===== src/twrf_pkg.sv =====
// twrf_pkg: shared types and constants for the two-wire register master
// command codes, result kinds, frame bytes and request/result/job structs
// no dependencies
package twrf_pkg;

  localparam int ON_CYCLES_DEF = 32;
  localparam int QUEUE_DEPTH   = 2;

  localparam logic [2:0] CMD_ON        = 3'd0;
  localparam logic [2:0] CMD_WRITE     = 3'd1;
  localparam logic [2:0] CMD_READ      = 3'd2;
  localparam logic [2:0] CMD_OFF       = 3'd3;
  localparam logic [2:0] CMD_SOFT_RST  = 3'd4;
  localparam logic [2:0] CMD_RST       = 3'd5;
  localparam logic [2:0] CMD_BATT_READ = 3'd6;
  localparam logic [2:0] CMD_WAKE      = 3'd7;

  localparam logic [1:0] KIND_CYCLE = 2'd0;
  localparam logic [1:0] KIND_WAKE  = 2'd1;
  localparam logic [1:0] KIND_DONE  = 2'd2;

  localparam logic [7:0] FRAME_ADDR    = 8'hFE;
  localparam logic [7:0] OFF_CODE      = 8'h02;
  localparam logic [7:0] SOFT_RST_CODE = 8'h04;
  localparam logic [7:0] RST_CODE      = 8'h01;
  localparam logic [7:0] WR_FLAG       = 8'h80;
  localparam logic [5:0] BATT_ADDR     = 6'h3E;

  typedef struct packed {
    logic [2:0] command;
    logic [5:0] address;
    logic [7:0] data;
    logic [7:0] reply_byte;
  } in_item_t;

  typedef struct packed {
    logic [1:0] kind;
    logic       data_bit;
    logic       data_driven;
    logic [7:0] read_data;
    logic       status;
    logic       link_active;
    logic       last;
  } out_item_t;

  // one classified request, as handed from front to back
  typedef struct packed {
    logic       send_on;
    logic       frame;
    logic       rx_release;
    logic       wake;
    logic [7:0] byte0;
    logic [7:0] byte1;
    logic [7:0] read_data;
    logic       status;
    logic       link;
  } job_t;

endpackage


===== src/two_wire_rf_config_master.sv =====
// Two-wire register master: each accepted request becomes a run of bus
// clock-cycle results ending in one completion result: on sends the power-on
// sequence, write/read/off/soft reset/reset a two-byte frame, wake one wake
// result, battery read the frame after the power-on sequence if the link is
// idle; a disabled driver gives only the completion. The back-end sequencer
// emits one result per cycle unless the output stalls; a two-entry queue lets
// the host hand over further requests meanwhile. The user must write enable
// through cfg_we/cfg_wdata only while idle; the block does not enforce it.
module two_wire_rf_config_master #(
  parameter int ON_CYCLES = twrf_pkg::ON_CYCLES_DEF
) (
  input  logic                clk,
  input  logic                rst_n,
  input  logic                in_valid,
  output logic                in_stall,
  input  twrf_pkg::in_item_t  in_item,
  output logic                out_valid,
  input  logic                out_stall,
  output twrf_pkg::out_item_t out_item,
  input  logic                cfg_we,
  input  logic                cfg_wdata
);
  import twrf_pkg::*;

  logic push, pop, q_full, q_valid;
  job_t push_job, q_job;

  twrf_front u_front (
    .clk       (clk),
    .rst_n     (rst_n),
    .in_valid  (in_valid),
    .in_stall  (in_stall),
    .in_item   (in_item),
    .cfg_we    (cfg_we),
    .cfg_wdata (cfg_wdata),
    .q_full    (q_full),
    .push      (push),
    .job       (push_job)
  );

  twrf_queue u_queue (
    .clk      (clk),
    .rst_n    (rst_n),
    .push     (push),
    .push_job (push_job),
    .full     (q_full),
    .pop      (pop),
    .q_valid  (q_valid),
    .q_job    (q_job)
  );

  twrf_back #(
    .ON_CYCLES (ON_CYCLES)
  ) u_back (
    .clk       (clk),
    .rst_n     (rst_n),
    .q_valid   (q_valid),
    .q_job     (q_job),
    .pop       (pop),
    .out_valid (out_valid),
    .out_stall (out_stall),
    .out_item  (out_item)
  );

endmodule


===== src/twrf_front.sv =====
// twrf_front: accepts requests, holds enable and link state, classifies
// each request into a job for the back end
// depends on twrf_pkg
module twrf_front (
  input  logic              clk,
  input  logic              rst_n,
  input  logic              in_valid,
  output logic              in_stall,
  input  twrf_pkg::in_item_t in_item,
  input  logic              cfg_we,
  input  logic              cfg_wdata,
  input  logic              q_full,
  output logic              push,
  output twrf_pkg::job_t    job
);
  import twrf_pkg::*;

  logic enable_r, enable_nxt;
  logic link_r, link_nxt;

  assign in_stall = q_full;
  assign push     = in_valid && !q_full;

  always_comb begin
    job = '0;
    job.link = link_r;
    if (!enable_r) begin
      job.status = 1'b1;
    end else begin
      case (in_item.command)
        CMD_ON: begin
          job.send_on = 1'b1;
          job.link    = 1'b1;
        end
        CMD_WRITE: begin
          job.frame = 1'b1;
          job.byte0 = WR_FLAG | {1'b0, in_item.address, 1'b0};
          job.byte1 = in_item.data;
        end
        CMD_READ: begin
          job.frame      = 1'b1;
          job.rx_release = 1'b1;
          job.byte0      = {1'b0, in_item.address, 1'b0};
          job.read_data  = in_item.reply_byte;
        end
        CMD_OFF: begin
          job.frame = 1'b1;
          job.byte0 = FRAME_ADDR;
          job.byte1 = OFF_CODE;
          job.link  = 1'b0;
        end
        CMD_SOFT_RST: begin
          job.frame = 1'b1;
          job.byte0 = FRAME_ADDR;
          job.byte1 = SOFT_RST_CODE;
          job.link  = 1'b0;
        end
        CMD_RST: begin
          job.frame = 1'b1;
          job.byte0 = FRAME_ADDR;
          job.byte1 = RST_CODE;
          job.link  = 1'b1;
        end
        CMD_BATT_READ: begin
          job.send_on    = !link_r;
          job.frame      = 1'b1;
          job.rx_release = 1'b1;
          job.byte0      = {1'b0, BATT_ADDR, 1'b0};
          job.read_data  = in_item.reply_byte;
          job.link       = 1'b1;
        end
        CMD_WAKE: begin
          job.wake = 1'b1;
        end
        default: begin
          job.wake = 1'b1;
        end
      endcase
    end
  end

  always_comb begin
    enable_nxt = enable_r;
    link_nxt   = link_r;
    if (cfg_we) begin
      enable_nxt = cfg_wdata;
      if (!cfg_wdata) link_nxt = 1'b0;
    end else if (push) begin
      link_nxt = job.link;
    end
  end

  always_ff @(posedge clk) begin
    if (!rst_n) begin
      enable_r <= 1'b0;
      link_r   <= 1'b0;
    end else begin
      enable_r <= enable_nxt;
      link_r   <= link_nxt;
    end
  end

endmodule


===== src/twrf_queue.sv =====
// twrf_queue: short job queue between front and back
// depends on twrf_pkg
module twrf_queue (
  input  logic           clk,
  input  logic           rst_n,
  input  logic           push,
  input  twrf_pkg::job_t push_job,
  output logic           full,
  input  logic           pop,
  output logic           q_valid,
  output twrf_pkg::job_t q_job
);
  import twrf_pkg::*;

  localparam int PTR_W = (QUEUE_DEPTH > 1) ? $clog2(QUEUE_DEPTH) : 1;
  localparam int CNT_W = $clog2(QUEUE_DEPTH + 1);

  job_t             entry_r [QUEUE_DEPTH];
  logic [PTR_W-1:0] wr_ptr_r, wr_ptr_nxt;
  logic [PTR_W-1:0] rd_ptr_r, rd_ptr_nxt;
  logic [CNT_W-1:0] count_r, count_nxt;

  assign full    = (count_r == CNT_W'(QUEUE_DEPTH));
  assign q_valid = (count_r != '0);
  assign q_job   = entry_r[rd_ptr_r];

  function automatic logic [PTR_W-1:0] ptr_inc(input logic [PTR_W-1:0] p);
    return (p == PTR_W'(QUEUE_DEPTH - 1)) ? '0 : p + 1'b1;
  endfunction

  always_comb begin
    wr_ptr_nxt = push ? ptr_inc(wr_ptr_r) : wr_ptr_r;
    rd_ptr_nxt = pop ? ptr_inc(rd_ptr_r) : rd_ptr_r;
    count_nxt  = count_r;
    if (push && !pop) count_nxt = count_r + 1'b1;
    else if (pop && !push) count_nxt = count_r - 1'b1;
  end

  always_ff @(posedge clk) begin
    if (!rst_n) begin
      wr_ptr_r <= '0;
      rd_ptr_r <= '0;
      count_r  <= '0;
    end else begin
      wr_ptr_r <= wr_ptr_nxt;
      rd_ptr_r <= rd_ptr_nxt;
      count_r  <= count_nxt;
    end
  end

  always_ff @(posedge clk) begin
    if (push) entry_r[wr_ptr_r] <= push_job;
  end

endmodule


===== src/twrf_back.sv =====
// twrf_back: sequencer that plays one job out as bus cycles and a completion
// into the output register
// depends on twrf_pkg
module twrf_back #(
  parameter int ON_CYCLES = twrf_pkg::ON_CYCLES_DEF
) (
  input  logic                clk,
  input  logic                rst_n,
  input  logic                q_valid,
  input  twrf_pkg::job_t      q_job,
  output logic                pop,
  output logic                out_valid,
  input  logic                out_stall,
  output twrf_pkg::out_item_t out_item
);
  import twrf_pkg::*;

  localparam int ON_W  = (ON_CYCLES > 1) ? $clog2(ON_CYCLES) : 1;
  localparam int CNT_W = (ON_W > 4) ? ON_W : 4;

  typedef enum logic [4:0] {
    S_IDLE  = 5'b00001,
    S_ON    = 5'b00010,
    S_FRAME = 5'b00100,
    S_WAKE  = 5'b01000,
    S_DONE  = 5'b10000
  } state_t;

  state_t           state_r, state_nxt;
  logic [CNT_W-1:0] cnt_r, cnt_nxt;
  job_t             job_r, job_nxt;
  logic             out_valid_r, out_valid_nxt;
  out_item_t        out_item_r, out_item_nxt;
  logic             can_emit;
  out_item_t        cyc;

  assign can_emit  = !out_valid_r || !out_stall;
  assign out_valid = out_valid_r;
  assign out_item  = out_item_r;

  always_comb begin
    cyc             = '0;
    cyc.kind        = KIND_CYCLE;
    cyc.data_driven = 1'b1;
  end

  always_comb begin
    state_nxt     = state_r;
    cnt_nxt       = cnt_r;
    job_nxt       = job_r;
    pop           = 1'b0;
    out_valid_nxt = out_valid_r && out_stall;
    out_item_nxt  = out_item_r;
    case (state_r)
      S_IDLE: begin
        if (q_valid) begin
          pop     = 1'b1;
          job_nxt = q_job;
          cnt_nxt = '0;
          if (q_job.send_on) state_nxt = S_ON;
          else if (q_job.frame) state_nxt = S_FRAME;
          else if (q_job.wake) state_nxt = S_WAKE;
          else state_nxt = S_DONE;
        end
      end
      S_ON: begin
        if (can_emit) begin
          out_valid_nxt = 1'b1;
          out_item_nxt  = cyc;
          if (cnt_r == CNT_W'(ON_CYCLES - 1)) begin
            cnt_nxt   = '0;
            state_nxt = job_r.frame ? S_FRAME : S_DONE;
          end else begin
            cnt_nxt = cnt_r + 1'b1;
          end
        end
      end
      S_FRAME: begin
        if (can_emit) begin
          out_valid_nxt = 1'b1;
          out_item_nxt  = cyc;
          if (!cnt_r[3]) begin
            out_item_nxt.data_bit = job_r.byte0[~cnt_r[2:0]];
          end else if (job_r.rx_release) begin
            out_item_nxt.data_driven = 1'b0;
          end else begin
            out_item_nxt.data_bit = job_r.byte1[~cnt_r[2:0]];
          end
          if (cnt_r[3:0] == 4'd15) begin
            cnt_nxt   = '0;
            state_nxt = S_DONE;
          end else begin
            cnt_nxt = cnt_r + 1'b1;
          end
        end
      end
      S_WAKE: begin
        if (can_emit) begin
          out_valid_nxt     = 1'b1;
          out_item_nxt      = cyc;
          out_item_nxt.kind = KIND_WAKE;
          state_nxt         = S_DONE;
        end
      end
      S_DONE: begin
        if (can_emit) begin
          out_valid_nxt            = 1'b1;
          out_item_nxt             = cyc;
          out_item_nxt.kind        = KIND_DONE;
          out_item_nxt.read_data   = job_r.read_data;
          out_item_nxt.status      = job_r.status;
          out_item_nxt.link_active = job_r.link;
          out_item_nxt.last        = 1'b1;
          state_nxt                = S_IDLE;
        end
      end
      default: begin
        state_nxt = S_IDLE;
      end
    endcase
  end

  always_ff @(posedge clk) begin
    if (!rst_n) begin
      state_r     <= S_IDLE;
      cnt_r       <= '0;
      out_valid_r <= 1'b0;
    end else begin
      state_r     <= state_nxt;
      cnt_r       <= cnt_nxt;
      out_valid_r <= out_valid_nxt;
    end
  end

  always_ff @(posedge clk) begin
    job_r      <= job_nxt;
    out_item_r <= out_item_nxt;
  end

endmodule


===== config.mk =====
export PLATFORM = sky130hd
export DESIGN_NAME = two_wire_rf_config_master
export DESIGN_NICKNAME = d
export VERILOG_FILES = /design/src/twrf_pkg.sv /design/src/two_wire_rf_config_master.sv /design/src/twrf_front.sv /design/src/twrf_queue.sv /design/src/twrf_back.sv
export SDC_FILE = /design/constraint.sdc
export NUM_CORES = 1
export LEC_CHECK = 0
export BUFFER_PORTS_ARGS = -buffer_cell sky130_fd_sc_hd__buf_4
export CAP_MARGIN = 15
export CORE_ASPECT_RATIO = 1.1
export CORE_MARGIN = 2
export CORE_UTILIZATION = 55
export CTS_CLUSTER_DIAMETER = 120
export CTS_CLUSTER_SIZE = 10
export DETAILED_ROUTE_END_ITERATION = 16
export GPL_TIMING_DRIVEN = 0
export PLACE_DENSITY = 0.75
export SYNTH_ARGS = -nofsm -noshare
export SYNTH_HDL_FRONTEND = slang
export SYNTH_SLANG_ARGS = --single-unit

===== constraint.sdc =====
create_clock -name clk -period 2.95 [get_ports clk]
set_input_delay 0.59 -clock clk [delete_from_list [all_inputs] [get_ports clk]]
set_output_delay 0.59 -clock clk [all_outputs]
set_load 0.01 [all_outputs]

==> results of run 1 <==
power by group through the flow:
stage / logic, mW / registers, mW / clock network, mW
floorplan: 0.831 / 2.43 / 0
global route: 1.28 / 2.46 / 2.11
global placement: 1.13 / 2.44 / 0
finish: 1.16 / 2.42 / 2.02
CTS: 1.17 / 2.43 / 2.04
detailed placement: 1.16 / 2.46 / 0
sequential cells by signal, indices dropped and copies added (netlist names), named ones only:
| signal | cells |
|---|---|
| u_back.cnt_r | 5 |
| u_back.job_r | 27 |
| u_back.out_item | 14 |
| u_back.out_valid | 1 |
| u_back.state_r | 5 |
| u_front.enable_r | 1 |
| u_front.link_r | 1 |
| u_queue.count_r | 2 |
| u_queue.entry_r | 58 |
| u_queue.rd_ptr_r | 1 |
| u_queue.wr_ptr_r | 1 |
cell type report:
| cell class | count | area (um^2) | area share, % |
|---|---|---|---|
| Inverter | 8 | 30.03 | 0.5002 |
| Multi-Input combinational cell | 209 | 1464 | 24.39 |
| Buffer | 12 | 67.56 | 1.125 |
| Timing Repair Buffer | 49 | 375.4 | 6.253 |
| Clock buffer | 17 | 414.1 | 6.899 |
| Clock inverter | 14 | 176.4 | 2.939 |
| Sequential cell | 117 | 3333 | 55.52 |
| Tap cell | 114 | 142.6 | 2.376 |
worst paths after layout:
kind / from / endpoint / slack, ns / cells past startpoint
min reg2reg: u_front.link_r$_SDFFE_PN0P_ / u_front.link_r$_SDFFE_PN0P_ / 0.48 / 2
max: u_back.state_r[0]$_SDFFE_PN1P_ / u_back.job_r[7]$_DFFE_PP_ / 0.61 / 5
max reg2reg: u_back.state_r[0]$_SDFFE_PN1P_ / u_back.job_r[7]$_DFFE_PP_ / 0.61 / 5
min: rst_n / u_back.state_r[0]$_SDFFE_PN1P_ / 0.30 / 2
logic make-up after synthesis:
family	count (synthesis)	share of synthesized area, %
flip-flops	117	68.20
AND/OR/NAND/NOR	115	13.16
AO/OA/AOI/OAI	49	5.940
multiplexers	35	8.602
buffers and inverters	20	1.997
XOR/XNOR	6	1.075
adder cells (fa/ha/maj)	4	1.024
critical path, delay by kind of cell (launching register included):
family | cells | cell delay (ns)
compound gates | 1 | 0.16
buf+inv | 2 | 0.95
flops | 1 | 0.41
simple gates | 2 | 0.42
per-stage QoR:
| stage | area, um^2 | setup WS [ns] | TNS (ns) | instances |
|---|---|---|---|---|
| finish | 6003 | 0.6112 | 0 | 540 |
| global route | 6003 | 0.3723 | 0 | 540 |
| CTS | 5996 | 0.3758 | 0 | 539 |
| detailed placement | 5405 | 0.3928 | 0 | 508 |
| global placement | 5383 | -0.1497 | -4.299 | 507 |
| floorplan | 4887 | 0.6423 | 0 | 346 |
routing by layer:
metal	track usage, %	vias to the layer above	share of wire (%)
li1	-	1435	-
met1	21.75	1358	41
met2	33.35	65	54
met3	5.336	6	3.4
met4	7.915	0	0.97
met5	0	-	0
layout by cell type, fill, tap and decap left out, types with 5 or more instances in the layout:
cell type	n
sky130_fd_sc_hd__mux2i_1	6
sky130_fd_sc_hd__and2_1	26
sky130_fd_sc_hd__nand2b_1	5
sky130_fd_sc_hd__dfxtp_1	18
sky130_fd_sc_hd__o21ai_0	14
sky130_fd_sc_hd__mux2_2	26
sky130_fd_sc_hd__inv_1	6
sky130_fd_sc_hd__a21oi_1	21
sky130_fd_sc_hd__nand3_1	12
sky130_fd_sc_hd__nor3_1	7
sky130_fd_sc_hd__nor2_1	19
sky130_fd_sc_hd__buf_4	49
sky130_fd_sc_hd__edfxtp_1	99
sky130_fd_sc_hd__clkbuf_16	16
sky130_fd_sc_hd__nand2_1	17
==> qor.yml, run 1 <==
placed_design:
  finalWeightedCongestion: 0.8471
  port_buffers: 47
  detailedPlacementHpwl_um: 5553
timing:
  layout_worst_path_cycle_share_pct: 79.28
  timing.slew.headroom_pct: 28.53
  report.final.setup_viol: 0
  finalWorstPathRequiredPeriod_ns: 2.339
  rsz0062_at_grt: "false"
  finalClockSkew_ns: 0.02019
  report.final.hold_viol_count: 0
  finalMaxSlewViolations: 0
  measured_slew_at_the_worst_slew_check_pin_ns: 1.071
  max_clock_freq_ghz: 0.4276
  hold_slack_ns: 0.2959
finish:
  n_fill_cell: 620
  area_growth_syn_to_layout_pct: 22.84
  num-nets-final: 449
  antenna_cells: 0
  final_core_utilization_pct: 68.70
  layout-drive-gt1-share_pct: 29.81
global_routing:
  via_count_of_the_first_global_routing_pass: 2855
  largest_net_degree_at_the_start_of_global_routing: 30
  grt_remaining_overflow: 0
  grt_pass1_wl_um: 13430
  global_route.usage.total_pct: 18.90
  antenna_violations_before_repair: 0
pwr:
  swShare_pct: 27.11
  total_power_mw: 5.604
  p_int_mw: 4.084
  share_clk_of_total_power_pct: 36.0
  share_seq_of_total_power_pct: 43.3
  worst_ir_drop_vdd_v: 0.0004793
  p_leak_nw: 2.189
  total_switching_power_mw: 1.519
  combPwrFrac_pct: 20.8
  power_density_nw_per_um2: 933.5
synthesis:
  asyncSetResetFlopFracSynth_pct: 0
  netlist_instances: 346
  avgSynthCellArea_um2: 14.12
  synth_cell_type_count: 47
  synthesis.area_um2: 4887
  post_synth_main_area_contributors: "sky130_fd_sc_hd__edfxtp_1 (61%), sky130_fd_sc_hd__dfxtp_1 (7.4%), sky130_fd_sc_hd__mux2_2 (6.0%)"
  postSynthRegisterBits: 117
  synth.top_cell.area_share_pct: 60.83
  synth-edff-count: 99
  synth_nets: 381
  yosysSeqAreaShare_pct: 68.20
  yosys_most_used_dff: "sky130_fd_sc_hd__edfxtp_1"
  synthMostInstantiatedCell: "sky130_fd_sc_hd__edfxtp_1"
  synth_commonest_cells: "sky130_fd_sc_hd__edfxtp_1 (99), sky130_fd_sc_hd__and2_1 (26), sky130_fd_sc_hd__mux2_2 (26)"
  synth_top_cell_by_area: "sky130_fd_sc_hd__edfxtp_1"
  synth.yosys.warnings: 0
die:
  ios: 48
  die-area_um2: 9656
  core_area_um2: 8738
  die_width_um: 93.88
  initial_cell_density_of_the_core_pct: 55.93
  die_y_extent_um: 102.9
  num_rows: 36
clock_tree:
  tritoncts: "done"
  cts.path.max_buffers: 2
  clock_sinks: 117
  htree_num_levels: 4
  cts.reportedPaths.clkPinSlew_ns: 0.06
  cts.hold.buffers_added: 0
  cts_inserted_buffers: 17
  cts.repair.resized: 0
  cts-root-buf: "sky130_fd_sc_hd__clkbuf_8"
  postCtsSetupBuffers: 0
  clkLatencyLatePin_ns: 0.52
critical_path:
  cp.arrival_ns: 2.46
  cp-end-kind: "flop"
  path_type_of_the_worst_setup_path: "reg2reg"
  worst_path_largest_cell_delay_ns: 0.82
  worstPathRequired_ns: 3.07
  critical-path-slowest-cell: "sky130_fd_sc_hd__inv_1"
  critical_path_peak_fanout: 27
  startpoint_class_of_the_critical_path: "flop"
  timing.critical_path.cells: "nor3b_1 -> and2_1 -> buf_6 -> o21ai_0 -> inv_1"
outcome:
  run_status: "finished clean"
routing:
  drt_iter0_markers: 131
  drt_first_pass_iters: 5
  drt-vias-per-instance: 5.304
  num_vias: 2864
  ant_nets: 0
  post-route-drc-count: 0
  wl_per_cell_um: 15.63
  route.final.wire_length_um: 8439
worst_hold_path:
  hold_path.class: "in2reg"
flow_run:
  maxCapViolCount: 0
(Power assumes the default switching activity.)
==> run 2, diff against run 1 <==
--- a/config.mk
+++ b/config.mk
@@ -9,12 +9,12 @@
 export CAP_MARGIN = 15
 export CORE_ASPECT_RATIO = 1.1
 export CORE_MARGIN = 2
-export CORE_UTILIZATION = 55
+export CORE_UTILIZATION = 53
 export CTS_CLUSTER_DIAMETER = 120
 export CTS_CLUSTER_SIZE = 10
 export DETAILED_ROUTE_END_ITERATION = 16
 export GPL_TIMING_DRIVEN = 0
-export PLACE_DENSITY = 0.75
+export PLACE_DENSITY = 0.76
 export SYNTH_ARGS = -nofsm -noshare
 export SYNTH_HDL_FRONTEND = slang
 export SYNTH_SLANG_ARGS = --single-unit
==> constraint.sdc (replaced) <==
create_clock -name clk -period 2.15 [get_ports clk]
set_input_delay 0.43 -clock clk [delete_from_list [all_inputs] [get_ports clk]]
set_output_delay 0.43 -clock clk [all_outputs]
set_load 0.01 [all_outputs]
==> qor.yml, run 2 (same netlist as run 1, synthesis figures left out) <==
outcome:
  run_status: "finished clean"
timing:
  measured_slew_at_the_worst_slew_check_pin_ns: 0.9617
  finalMaxSlewViolations: 0
  rsz0062_at_grt: "false"
  max_clock_freq_ghz: 0.5005
  report.final.hold_viol_count: 0
  timing.slew.headroom_pct: 35.75
  finalClockSkew_ns: 0.005987
  report.final.setup_viol: 0
  layout_worst_path_cycle_share_pct: 92.93
  setup_tns_ns: 0
  finalWorstPathRequiredPeriod_ns: 1.998
clock_tree:
  cts.hold.buffers_added: 0
  cts.reportedPaths.clkPinSlew_ns: 0.06
  cts.path.max_buffers: 2
  htree_num_levels: 4
  postCtsSetupBuffers: 0
  cts_inserted_buffers: 17
  tritoncts: "done"
  clkLatencyLatePin_ns: 0.51
  clock_sinks: 117
  cts-root-buf: "sky130_fd_sc_hd__clkbuf_8"
global_routing:
  grt_remaining_overflow: 0
  via_count_of_the_first_global_routing_pass: 2927
  antenna_violations_before_repair: 0
  global_route.usage.total_pct: 19.27
  largest_net_degree_at_the_start_of_global_routing: 30
  grt_pass1_wl_um: 14190
finish:
  layout-drive-gt1-share_pct: 31.46
  registers.top_by_ff_count: "u_queue.entry_r"
  final_cells: 540
  commonest_cells_after_routing_fill_and_taps_aside: "sky130_fd_sc_hd__edfxtp_1 (99), sky130_fd_sc_hd__buf_4 (48), sky130_fd_sc_hd__and2_1 (26), sky130_fd_sc_hd__mux2_2 (26), sky130_fd_sc_hd__a21oi_1 (20)"
  layout_commonest_cell: "sky130_fd_sc_hd__edfxtp_1"
  num-nets-final: 448
  antenna_cells: 0
  largest_reg_flops: 58
  design_area_um2: 6083
  n_fill_cell: 637
  area_growth_syn_to_layout_pct: 24.48
routing:
  post-route-drc-count: 0
  drt_first_pass_iters: 4
  wl_per_cell_um: 16.18
  m1WireLength_um: 3580
  num_vias: 2946
  met3RoutedLength_um: 425
  highest-signal-layer: "met4"
  ant_nets: 0
  met2_length_um: 4605
  drt-vias-per-instance: 5.456
  route.final.wire_length_um: 8737
  drt_iter0_markers: 172
pwr:
  power_density_nw_per_um2: 1319
  p_leak_nw: 2.207
  worst_ir_drop_vdd_v: 0.0006284
  total_switching_power_mw: 2.138
  swShare_pct: 26.65
  share_seq_of_total_power_pct: 41.6
  p_int_mw: 5.886
  combPwrFrac_pct: 20.5
  share_clk_of_total_power_pct: 38.0
die:
  ios: 48
  initial_cell_density_of_the_core_pct: 54.80
  die-area_um2: 10010
  die_y_extent_um: 104.7
  core_area_um2: 8919
  die_width_um: 95.56
  num_rows: 36
placed_design:
  cell_count_after_placement: 508
  port_buffers: 47
  finalWeightedCongestion: 0.8751
  detailedPlacementHpwl_um: 5577
  postPlaceCellArea_um2: 5409
worst_hold_path:
  hold_path.class: "in2reg"
critical_path:
  critical_path_peak_fanout: 27
  cp-end-kind: "flop"
  path_type_of_the_worst_setup_path: "reg2reg"
  cp.arrival_ns: 2.05
  worstPathRequired_ns: 2.20
  startpoint_class_of_the_critical_path: "flop"
flow_run:
  maxCapViolCount: 0
## run 2: power groups by stage
stage          Clock (mW)  Combinational [mW]  Sequential (mW)
4_1_cts              3.08                1.65             3.34
2_1_floorplan           0                1.14             3.33
3_5_place_dp            0                1.60             3.37
6_report             3.05                1.64             3.33
3_3_place_gp            0                1.56             3.34
5_1_grt              3.21                1.81             3.38
## run 2: worst paths after layout
path	startpoint	end	slack, ns	cells after the start
worst min-delay path	rst_n	u_back.state_r[0]$_SDFFE_PN1P_	0.15	2
worst max register to register	u_back.state_r[2]$_SDFFE_PN0P_	u_back.job_r[24]$_DFFE_PP_	0.15	5
worst min register to register	u_front.link_r$_SDFFE_PN0P_	u_front.link_r$_SDFFE_PN0P_	0.48	2
worst max-delay path	u_back.state_r[2]$_SDFFE_PN0P_	u_back.job_r[24]$_DFFE_PP_	0.15	5
## run 2: routing by layer
metal	GRT usage, %	up-vias
li1	-	1437
met1	23.21	1416
met2	30.87	82
met3	7.138	11
met4	8.163	0
met5	0	-
## run 2: final cells by class
cell class,instances,area (um^2),area share (%)
tap,114,142.6,2.345
clock buffer,18,427.9,7.034
timing repair buffer,48,367.9,6.047
inverter,8,33.78,0.5553
clock inverter,14,222.7,3.661
buffer,12,67.56,1.111
sequential,117,3337,54.85
multi-input combinational,209,1484,24.39
## run 2: metrics by stage
step / setup WS, ns / utilization (%) / hold WS, ns / power [mW]
global route: 0.02245 / 68.21 / 0.1447 / 8.395
global placement: -0.1844 / 60.42 / 0.4655 / 4.900
CTS: 0.03071 / 68.14 / 0.1244 / 8.070
floorplan: 0.1642 / - / 0.4447 / 4.472
detailed placement: -0.2008 / 60.65 / 0.4767 / 4.970
finish: 0.1520 / 68.21 / 0.1464 / 8.024
## run 2: worst max-delay path: stages, from the launching register on
cell and delay [ns]:
sky130_fd_sc_hd__dfxtp_1 0.44, sky130_fd_sc_hd__nor2_1 0.10, sky130_fd_sc_hd__and2_1 0.15, sky130_fd_sc_hd__buf_6 0.13
sky130_fd_sc_hd__o21ai_2 0.11, sky130_fd_sc_hd__clkinvlp_4 0.60
## run 2: repair_timing
| item | CTS | global route |
|---|---|---|
| resized for setup | 6 | 2 |
| hold endpoints to repair | 0 | 0 |
| setup endpoints to repair | 41 | 15 |
